[src/qbm_pkg.sv]
// Package: character codes, register indexes and shared types for the quality base masker.
`default_nettype none
package qbm_pkg;

    localparam int COORD_W  = 32;
    localparam int CHAR_W   = 8;
    localparam int CUTOFF_W = 9;
    localparam int CFG_IDX_W = 1;
    localparam int CFG_DATA_W = 32;

    localparam logic [CHAR_W-1:0] GAP_CH  = 8'd45;
    localparam logic [CHAR_W-1:0] N_CH    = 8'd78;
    localparam logic [CHAR_W-1:0] F_CH    = 8'd70;
    localparam logic [CHAR_W-1:0] ZERO_CH = 8'd48;

    localparam logic [CFG_IDX_W-1:0] CFG_CUTOFF    = 1'b0;
    localparam logic [CFG_IDX_W-1:0] CFG_REF_START = 1'b1;

    typedef struct packed {
        logic [COORD_W-1:0] coord;
        logic [COORD_W-1:0] open_start;
        logic               run_open;
    } t_run_state;

    typedef struct packed {
        logic [CHAR_W-1:0]  out_char;
        logic               run_valid;
        logic [COORD_W-1:0] run_start;
        logic [COORD_W-1:0] run_end;
        logic               end_at_gap;
    } t_result;

endpackage
`default_nettype wire

[src/qbm_ifs.sv]
// Interfaces: column input stream, result output stream and register write channel.
`default_nettype none
interface qbm_in_if;
    import qbm_pkg::*;
    logic              valid;
    logic              ready;
    logic [CHAR_W-1:0] ref_char;
    logic [CHAR_W-1:0] seq_char;
    logic [CHAR_W-1:0] qual_char;
    logic              first_column;
    logic              last_column;
    modport source (output valid, ref_char, seq_char, qual_char, first_column, last_column,
                    input ready);
    modport sink   (input valid, ref_char, seq_char, qual_char, first_column, last_column,
                    output ready);
endinterface

interface qbm_out_if;
    import qbm_pkg::*;
    logic               valid;
    logic               ready;
    logic [CHAR_W-1:0]  out_char;
    logic               run_valid;
    logic [COORD_W-1:0] run_start;
    logic [COORD_W-1:0] run_end;
    logic               end_at_gap;
    modport source (output valid, out_char, run_valid, run_start, run_end, end_at_gap,
                    input ready);
    modport sink   (input valid, out_char, run_valid, run_start, run_end, end_at_gap,
                    output ready);
endinterface

interface qbm_cfg_if;
    import qbm_pkg::*;
    logic                  valid;
    logic                  ready;
    logic [CFG_IDX_W-1:0]  index;
    logic [CFG_DATA_W-1:0] data;
    modport source (output valid, index, data, input ready);
    modport sink   (input valid, index, data, output ready);
endinterface
`default_nettype wire

[src/qbm_core.sv]
// Column logic: masking decision, coordinate advance and run open/close/flush.
`default_nettype none
module qbm_core
    import qbm_pkg::*;
(
    input  wire logic [CUTOFF_W-1:0] i_cutoff,
    input  wire logic [COORD_W-1:0]  i_ref_start,
    input  wire t_run_state          i_state,
    input  wire logic [CHAR_W-1:0]   i_ref_char,
    input  wire logic [CHAR_W-1:0]   i_seq_char,
    input  wire logic [CHAR_W-1:0]   i_qual_char,
    input  wire logic                i_first_column,
    input  wire logic                i_last_column,
    output t_run_state               o_state,
    output t_result                  o_result
);

    logic               ref_gap;
    logic               qual_gap;
    logic               dbl_gap;
    logic signed [9:0]  qual_val;
    logic signed [9:0]  cutoff_ext;
    logic               masked;
    logic [COORD_W-1:0] col_coord;
    logic [COORD_W-1:0] next_coord;
    logic               open_in;
    logic               open_now;
    logic               close_now;
    logic               open_after;
    logic [COORD_W-1:0] start_after;
    logic               flush;

    always_comb begin
        ref_gap    = (i_ref_char == GAP_CH);
        qual_gap   = (i_qual_char == GAP_CH);
        dbl_gap    = ref_gap && qual_gap;
        qual_val   = $signed({2'b00, i_qual_char}) - $signed({2'b00, ZERO_CH});
        cutoff_ext = $signed({i_cutoff[CUTOFF_W-1], i_cutoff});
        masked     = !qual_gap && (i_qual_char != F_CH) && (qual_val <= cutoff_ext);

        col_coord  = i_first_column ? i_ref_start : i_state.coord;
        next_coord = ref_gap ? col_coord : col_coord + COORD_W'(1);
        open_in    = i_first_column ? 1'b0 : i_state.run_open;

        open_now   = !dbl_gap && masked && !open_in && !ref_gap;
        close_now  = !dbl_gap && !masked && open_in;
        open_after = open_now ? 1'b1 : (close_now ? 1'b0 : open_in);
        start_after = open_now ? col_coord : i_state.open_start;
        flush      = i_last_column && open_after;

        o_state.coord      = next_coord;
        o_state.open_start = start_after;
        o_state.run_open   = open_after && !flush;

        o_result.out_char   = (!dbl_gap && masked) ? N_CH : i_seq_char;
        o_result.run_valid  = close_now || flush;
        o_result.run_start  = (close_now || flush) ? start_after : '0;
        if (flush) begin
            o_result.run_end = next_coord;
        end else if (close_now && !ref_gap) begin
            o_result.run_end = col_coord;
        end else begin
            o_result.run_end = '0;
        end
        o_result.end_at_gap = close_now && ref_gap && !flush;
    end

endmodule
`default_nettype wire

[src/quality_base_masker_with_runs.sv]
// Quality base masker with masked-run reporting: top level with registers and result stage.
// The result of an accepted column request is written into the output register on the following clock.
// Throughput: one column per cycle; the output register frees as it is read, so a new
// request is taken whenever the result slot is empty or being taken in the same cycle.
// Reset (synchronous, active low): cutoff, ref_start, coordinate, run state and result
// valid all cleared to zero.
`default_nettype none
module quality_base_masker_with_runs
    import qbm_pkg::*;
(
    input  wire logic  i_clk,
    input  wire logic  i_rst_n,
    qbm_in_if.sink     i_in,
    qbm_out_if.source  o_out,
    qbm_cfg_if.sink    i_cfg
);

    logic [CUTOFF_W-1:0] r_cutoff;
    logic [COORD_W-1:0]  r_ref_start;
    t_run_state          r_state;
    t_run_state          n_state;
    t_result             r_result;
    t_result             n_result;
    logic                r_out_valid;
    logic                in_fire;

    assign i_in.ready  = !r_out_valid || o_out.ready;
    assign in_fire     = i_in.valid && i_in.ready;
    assign i_cfg.ready = 1'b1;

    qbm_core u_core (
        .i_cutoff       (r_cutoff),
        .i_ref_start    (r_ref_start),
        .i_state        (r_state),
        .i_ref_char     (i_in.ref_char),
        .i_seq_char     (i_in.seq_char),
        .i_qual_char    (i_in.qual_char),
        .i_first_column (i_in.first_column),
        .i_last_column  (i_in.last_column),
        .o_state        (n_state),
        .o_result       (n_result)
    );

    always_ff @(posedge i_clk) begin
        if (!i_rst_n) begin
            r_cutoff    <= '0;
            r_ref_start <= '0;
        end else if (i_cfg.valid) begin
            case (i_cfg.index)
                CFG_CUTOFF:    r_cutoff    <= i_cfg.data[CUTOFF_W-1:0];
                CFG_REF_START: r_ref_start <= i_cfg.data[COORD_W-1:0];
                default: ;
            endcase
        end
    end

    always_ff @(posedge i_clk) begin
        if (!i_rst_n) begin
            r_state     <= '0;
            r_out_valid <= 1'b0;
        end else begin
            if (in_fire) begin
                r_state     <= n_state;
                r_out_valid <= 1'b1;
            end else if (o_out.ready) begin
                r_out_valid <= 1'b0;
            end
        end
    end

    always_ff @(posedge i_clk) begin
        if (in_fire) begin
            r_result <= n_result;
        end
    end

    assign o_out.valid      = r_out_valid;
    assign o_out.out_char   = r_result.out_char;
    assign o_out.run_valid  = r_result.run_valid;
    assign o_out.run_start  = r_result.run_start;
    assign o_out.run_end    = r_result.run_end;
    assign o_out.end_at_gap = r_result.end_at_gap;

endmodule
`default_nettype wire

[src/flat_wrapper.sv]
// flat-port wrapper written by rule: the top's interface ports become plain ports
module quality_base_masker_with_runs_flat import qbm_pkg::*;
  (i_clk, i_rst_n, i_in_valid, i_in_ref_char, i_in_seq_char, i_in_qual_char, i_in_first_column, i_in_last_column, i_in_ready, o_out_valid, o_out_out_char, o_out_run_valid, o_out_run_start, o_out_run_end, o_out_end_at_gap, o_out_ready, i_cfg_valid, i_cfg_index, i_cfg_data, i_cfg_ready);
  qbm_in_if i_in_i ();
  qbm_out_if o_out_i ();
  qbm_cfg_if i_cfg_i ();
  input  wire logic i_clk;
  input  wire logic i_rst_n;
  input wire logic [$bits(i_in_i.valid)-1:0] i_in_valid;
  input wire logic [$bits(i_in_i.ref_char)-1:0] i_in_ref_char;
  input wire logic [$bits(i_in_i.seq_char)-1:0] i_in_seq_char;
  input wire logic [$bits(i_in_i.qual_char)-1:0] i_in_qual_char;
  input wire logic [$bits(i_in_i.first_column)-1:0] i_in_first_column;
  input wire logic [$bits(i_in_i.last_column)-1:0] i_in_last_column;
  output wire logic [$bits(i_in_i.ready)-1:0] i_in_ready;
  output wire logic [$bits(o_out_i.valid)-1:0] o_out_valid;
  output wire logic [$bits(o_out_i.out_char)-1:0] o_out_out_char;
  output wire logic [$bits(o_out_i.run_valid)-1:0] o_out_run_valid;
  output wire logic [$bits(o_out_i.run_start)-1:0] o_out_run_start;
  output wire logic [$bits(o_out_i.run_end)-1:0] o_out_run_end;
  output wire logic [$bits(o_out_i.end_at_gap)-1:0] o_out_end_at_gap;
  input wire logic [$bits(o_out_i.ready)-1:0] o_out_ready;
  input wire logic [$bits(i_cfg_i.valid)-1:0] i_cfg_valid;
  input wire logic [$bits(i_cfg_i.index)-1:0] i_cfg_index;
  input wire logic [$bits(i_cfg_i.data)-1:0] i_cfg_data;
  output wire logic [$bits(i_cfg_i.ready)-1:0] i_cfg_ready;
  assign i_in_i.valid = i_in_valid;
  assign i_in_i.ref_char = i_in_ref_char;
  assign i_in_i.seq_char = i_in_seq_char;
  assign i_in_i.qual_char = i_in_qual_char;
  assign i_in_i.first_column = i_in_first_column;
  assign i_in_i.last_column = i_in_last_column;
  assign i_in_ready = i_in_i.ready;
  assign o_out_valid = o_out_i.valid;
  assign o_out_out_char = o_out_i.out_char;
  assign o_out_run_valid = o_out_i.run_valid;
  assign o_out_run_start = o_out_i.run_start;
  assign o_out_run_end = o_out_i.run_end;
  assign o_out_end_at_gap = o_out_i.end_at_gap;
  assign o_out_i.ready = o_out_ready;
  assign i_cfg_i.valid = i_cfg_valid;
  assign i_cfg_i.index = i_cfg_index;
  assign i_cfg_i.data = i_cfg_data;
  assign i_cfg_ready = i_cfg_i.ready;
  quality_base_masker_with_runs u_core (.i_clk(i_clk), .i_rst_n(i_rst_n), .i_in(i_in_i), .o_out(o_out_i), .i_cfg(i_cfg_i));
endmodule
[config.mk]
export PLATFORM = sky130hd
export DESIGN_NAME = quality_base_masker_with_runs_flat
export DESIGN_NICKNAME = d
export VERILOG_FILES = /design/src/qbm_pkg.sv /design/src/qbm_ifs.sv /design/src/qbm_core.sv /design/src/quality_base_masker_with_runs.sv /design/src/flat_wrapper.sv
export SDC_FILE = /design/constraint.sdc
export NUM_CORES = 1
export LEC_CHECK = 0
export BUFFER_PORTS_ARGS = -buffer_cell sky130_fd_sc_hd__buf_4
export CORE_UTILIZATION = 45
export CTS_CLUSTER_DIAMETER = 80
export CTS_CLUSTER_SIZE = 14
export DETAILED_ROUTE_END_ITERATION = 16
export PLACE_DENSITY = 0.66
export SLEW_MARGIN = 20
export SYNTH_ARGS = -nofsm -noshare
export SYNTH_HDL_FRONTEND = slang
export SYNTH_SLANG_ARGS = --single-unit
export TNS_END_PERCENT = 20
[constraint.sdc]
create_clock -name i_clk -period 3.6 [get_ports i_clk]
set_input_delay 0.18 -clock i_clk [delete_from_list [all_inputs] [get_ports i_clk]]
set_output_delay 0.18 -clock i_clk [all_outputs]
set_load 0.05 [all_outputs]
### Yosys cells after proc, flatten, opt, wreduce, memory -nomap -nowiden

Cells that the tools add are included.

* $add $sub $neg: 2
* $mul: 0
* divide/modulo/power cells: 0
* order comparisons: 1
* eq/ne operators: 3
* shift operators: 0
* muxes and demuxes: 10
* bitwise gates (word level): 1
* reductions and logical operators: 26

Operators by type and width (number)
* $mux 32: 5
* $add 32x1->32 const B: 1
* $eq 8x6->1 const B: 2
* $logic_and 1x1->1: 14
* $le 9x9->1: 1
* $sub 8x6->9 const B: 1
* $ne 8x7->1 const B: 1
* $logic_not 1->1: 7
* $mux 1: 5
* $reduce_and 2->1: 2
* $logic_or 1x1->1: 2
* $reduce_bool 2->1: 1
* $not 1->1: 1

* register bits after elaboration: 181
* bits in latches: 0
* bits in writable memories: 0
* ROM bits: 0
* input bits: 64
* logic and storage cells: 54
* memories: 0

### Depth between registers and ports, before layout

* word-level depth: 12
* depth in mapped cells: 13
* mapped depth without buffers: 10

### Modules after synthesis

A second synthesis with hierarchy kept.

* cell total of the unflattened synthesis: 975
* area, all modules: 9173.8 um^2

Modules (own cells, without submodules)
* quality_base_masker_with_runs: instances 1, cells each 545, area each 6368.6 um^2, sequential area each 4364.2 um^2
* qbm_core: instances 1, cells each 430, area each 2805.2 um^2, sequential area each 0.0 um^2

### Least setup slack after synthesis

Ideal clock, no wire load.

* kind: register -> register
* from: register u_core.r_out_valid (netlist: u_core.o_out.valid)
* to: register u_core.r_state[57] (netlist name)
* library setup time: 0.084 ns
* data arrival time: 3.330 ns
* data required time: 3.516 ns
* setup slack: 0.186 ns
* stages on the path, launching flop included: 6
* clock period less this slack: 3.414 ns
* path through: dfxtp_1 -> nand2b_1 -> nand2_1 -> inv_1 -> nand2_1 -> o21ai_0

* cells in the longest elaborated chain, start to end: 3

RTL lines
* start: declaration: RTL line quality_base_masker_with_runs.sv:24 `logic r_out_valid;`
* start signal: assignment: RTL line quality_base_masker_with_runs.sv:60 `r_out_valid <= 1'b0;`
* start signal: assignment: RTL line quality_base_masker_with_runs.sv:64 `r_out_valid <= 1'b1;`
* start signal: assignment: RTL line quality_base_masker_with_runs.sv:66 `r_out_valid <= 1'b0;`
* $logic_not 1->1: RTL line quality_base_masker_with_runs.sv:27 `assign i_in.ready = !r_out_valid || o_out.ready;`
* $logic_or 1x1->1: RTL line quality_base_masker_with_runs.sv:27
* via i_in_ready: RTL line flat_wrapper.sv:15 `output wire logic [$bits(i_in_i.ready)-1:0] i_in_ready;`
* $logic_and 1x1->1: RTL line quality_base_masker_with_runs.sv:28 `assign in_fire = i_in.valid && i_in.ready;`
* via u_core.in_fire: RTL line quality_base_masker_with_runs.sv:25 `logic in_fire;`
* end signal: assignment: RTL line quality_base_masker_with_runs.sv:63 `r_state <= n_state;`
* end: declaration: RTL line quality_base_masker_with_runs.sv:20 `t_run_state r_state;`

The timed path passes the listed nets, and every way through them passes these cells.
A chain may end at the register's enable or synchronous reset.

### Worst setup path after layout

* from: register u_core.r_cutoff[3]
* to: register u_core.r_result, in the netlist u_core.o_out.run_start[15] (data pin)

* cells in the longest elaborated chain, start to end: 9
* elaborated cells on any way between the ends: 13
* classes of those cells: order compare (1); mux (3); reduce/logical (9)

RTL lines
* start: declaration: RTL line quality_base_masker_with_runs.sv:18 `logic [CUTOFF_W-1:0] r_cutoff;`
* start signal: assignment: RTL line quality_base_masker_with_runs.sv:50 `CFG_CUTOFF: r_cutoff <= i_cfg.data[CUTOFF_W-1:0];`
* $le 9x9->1 *: RTL line qbm_core.sv:39 `masked = !qual_gap && (i_qual_char != F_CH) && (qual_val <= cutoff_ext);`
* $logic_and 1x1->1 *: RTL line qbm_core.sv:39
* $logic_not 1->1: RTL line qbm_core.sv:46 `close_now = !dbl_gap && !masked && open_in;`
* $logic_and 1x1->1 (2 in series): RTL line qbm_core.sv:46
* $mux 1 (2 in series): RTL line qbm_core.sv:47 `open_after = open_now ? 1'b1 : (close_now ? 1'b0 : open_in);`
* $logic_and 1x1->1: RTL line qbm_core.sv:49 `flush = i_last_column && open_after;`
* $logic_or 1x1->1: RTL line qbm_core.sv:57 `o_result.run_start = (close_now || flush) ? start_after : '0;`
* end signal: assignment: RTL line quality_base_masker_with_runs.sv:73 `r_result <= n_result;`
* end: declaration: RTL line quality_base_masker_with_runs.sv:22 `t_result r_result;`

Every way passes the cells marked *; elsewhere a longest branch is shown, timed or not.

==> qor.yml <==
worst_setup_path:
  cp_common_cell: "buf_4"
  max_stage_delay_ns: 0.37
  critPathKind: "reg -> reg"
  crit_arrival_ns: 2.88
  path_cells: "inv_1 > ha_1 > and4_1 > a21o_1 > o2111ai_1 > nand3_1 > buf_4 > a21oi_1 > o21bai_2 > buf_4 > a211oi_1"
  required_ns: 3.74
  path_buf_inv: 3
  cp_slowest_cell: "buf_4"
  crit_path_start_kind: "register"
  cp_max_fo: 34
  path_delay_family: "compound AO/OA/AOI/OAI gates"
  crit_path_end_kind: "register"
logic_synthesis:
  synth_cell_types: 62
  ys_seq_area_share_pct: 52.4
  ys_ff_latch: 181
  synth_nets: 938
  synth-edff-count: 74
  syn-cell-area_um2: 8330
  synthDominantCellAreaShare_pct: 26.7
  synth_common_cells: "nand2_1 (124), dfxtp_1 (107), nor2_1 (97)"
  yosys_warnings: 0
  synth.avg_cell_area_um2: 9.68
  ys_async_sr_fraction_pct: 0
  post-synth-top-count-cell: "nand2_1"
  ys.flop_type: "dfxtp_1"
  yosys-top-cells-area: "edfxtp_1 (27%), dfxtp_1 (26%), a211oi_1 (5.8%)"
  syn_inst: 861
  synth_top_area_cell: "edfxtp_1"
cts:
  h-tree-depth: 4
  post_cts_buffers: 0
  clockBufferDepth: 2
  cts_sinks: 181
  cts_resized: 0
  cts_tree: "done"
  clkSlewWorstSetupHoldPaths_ns: 0.07
  clk_latency_ns: 0.43
  numCtsBuffers: 17
  cts_hold_buf: 19
  ctsRootBufferMaster: "clkbuf_16"
finish:
  antenna_cells: 0
  syn_to_final_growth_pct: 24.4
  utilization_pct: 57.5
  drive_above_1_share_pct: 21.5
  layout.nets: 1073
  fin_area_um2: 10400
detailed_routing:
  wl_per_cell_um: 16.1
  first_iter_violations: 451
  drc: 0
  viasPerCell: 5.38
  num_vias: 6659
  ant_nets: 0
  routed_wirelength_um: 20000
  first_pass_iters: 5
die:
  fp.dieH_um: 138
  core-area_um2: 18000
  start_util_pct: 46.2
  die_x_um: 138
  io_pins: 141
  rows: 49
  design.die.area_um2: 19100
timing:
  slew_headroom_pct: 44.4
  final.period_utilization_pct: 76.0
  setup_viol: 0
  skew_ns: 0.00698
  fmax_ghz: 0.366
  maxSlewViolCount: 0
  period_minus_slack_ns: 2.73
  tightest_slew_ns: 0.826
  hold_viol: 0
  rsz0062_at_grt: "false"
  fin_tns_setup_ns: 0
grt:
  grt_pass1_vias: 6020
  grt_max_degree: 65
  grt_pass1_wl_um: 32200
  track_usage_pct: 21.1
  antenna_found_initial: 0
  grt_overflow_total: 0
power:
  clkPwrFrac_pct: 35.5
  vdd_ir_drop_max_mv: 0.349
  combPwrFrac_pct: 19.0
  swShare_pct: 30.1
  p_sw_uw: 1560
  leakage_uw: 0.00389
  p_per_area_nw_per_um2: 502
  power_frac_seq_pct: 45.5
  p_int_uw: 3640
placed_design:
  routabilityCongestion: 0.804
  portBuffers: 139
  dpl.hpwl_um: 14100
  placed_area_um2: 9580
run_status:
  status: "completed"
flow_run:
  cap_viol_max_count: 0
hold_path:
  hold_path_class: "in -> reg"
[power by group through the flow]
stage | sequential, µW | combinational (µW) | clock (µW)
after floorplan | 2650 | 431 | 0
after global placement | 2410 | 961 | 0
after detailed placement | 2410 | 972 | 0
after CTS | 2370 | 993 | 1870
after global routing | 2380 | 1070 | 1960
final | 2370 | 987 | 1850
[layout by cell type (no fill, tap or decap), drive strengths merged, types with 4 or more instances in the layout]
master and instances:
buf 156, nand2 124, dfxtp 107, nor2 98, edfxtp 74, a211oi 65, a21oi 59, o22ai 30
mux2i 29, o21ai 27, nand3 24, inv 24, dlygate4sd3 19, clkbuf 19, xor2 18, and2 16
ha 13, xnor2 11, nor3 11, nand2b 9, nand4 9, o21a 8, nor2b 4, nor4b 4
nand4b 4
[final cells by class]
type / instances / area, µm²
sequential: 181 / 4360
tap: 229 / 287
multi-input combinational: 603 / 3660
clock inverter: 13 / 140
inverter: 18 / 67.6
clock buffer: 19 / 453
fill: 1655 / 7660
timing repair buffer: 175 / 1390
[worst register-to-register path, cell delays in order, from the launching register on]
cell	delay, ns
dfxtp_1	0.33
inv_1	0.05
ha_1	0.30
and4_1	0.23
a21o_1	0.17
o2111ai_1	0.23
nand3_1	0.14
buf_4	0.21
a21oi_1	0.17
o21bai_2	0.14
buf_4	0.37
a211oi_1	0.12
[state kept, by name (all words and copies together), names as in the netlist]
signal	cells
u_core.o_out.run_end	32
u_core.r_state	65
u_core.o_out.valid	1
u_core.o_out.end_at_gap	1
u_core.o_out.out_char	8
u_core.r_ref_start	32
u_core.r_cutoff	9
u_core.o_out.run_start	32
u_core.o_out.run_valid	1
[worst paths after layout]
check                     start                         end  slack [ns]  depth (start not counted)
max          u_core.r_cutoff[3]  u_core.o_out.run_start[15]        0.87                         11
max reg2reg  u_core.r_cutoff[3]  u_core.o_out.run_start[15]        0.87                         11
min reg2reg  u_core.r_cutoff[3]          u_core.r_cutoff[3]        0.46                          2
min              i_cfg_data[22]      u_core.r_ref_start[22]       0.007                          3
[cell families after synthesis]
group                      after synthesis  share of synthesized area [%]
and+or+nand+nor                        320                           18.5
AOI/OAI and AO/OA                      208                           16.1
DFF                                    181                           52.4
buffers and inverters                   77                           3.88
muxes                                   32                           4.03
xor gates and xnor gates                29                           3.05
adders and majority gates               13                           1.95
other                                    1                         0.0450
[layer usage]
metal  global-route usage, %  routed length [µm]  vias to the layer above
met1                    32.9               10100                     3096
met4                    5.55                 175                        0
met5                       0                   0                        -
li1                        -                   -                     3353
met3                    3.57                1070                       14
met2                    30.0                8590                      196
[through the flow]
step	total power, µW	std cells	setup WS [ns]	hold slack [ns]
after detailed placement	3380	1187	0.735	0.431
final	5200	1238	0.865	0.00699
after CTS	5230	1238	0.861	0.000107
after global placement	3370	1187	0.795	0.427
after floorplan	3080	861	0.186	0.309
after global routing	5410	1238	0.696	0.0116
Power figures use the tool's default switching activity.
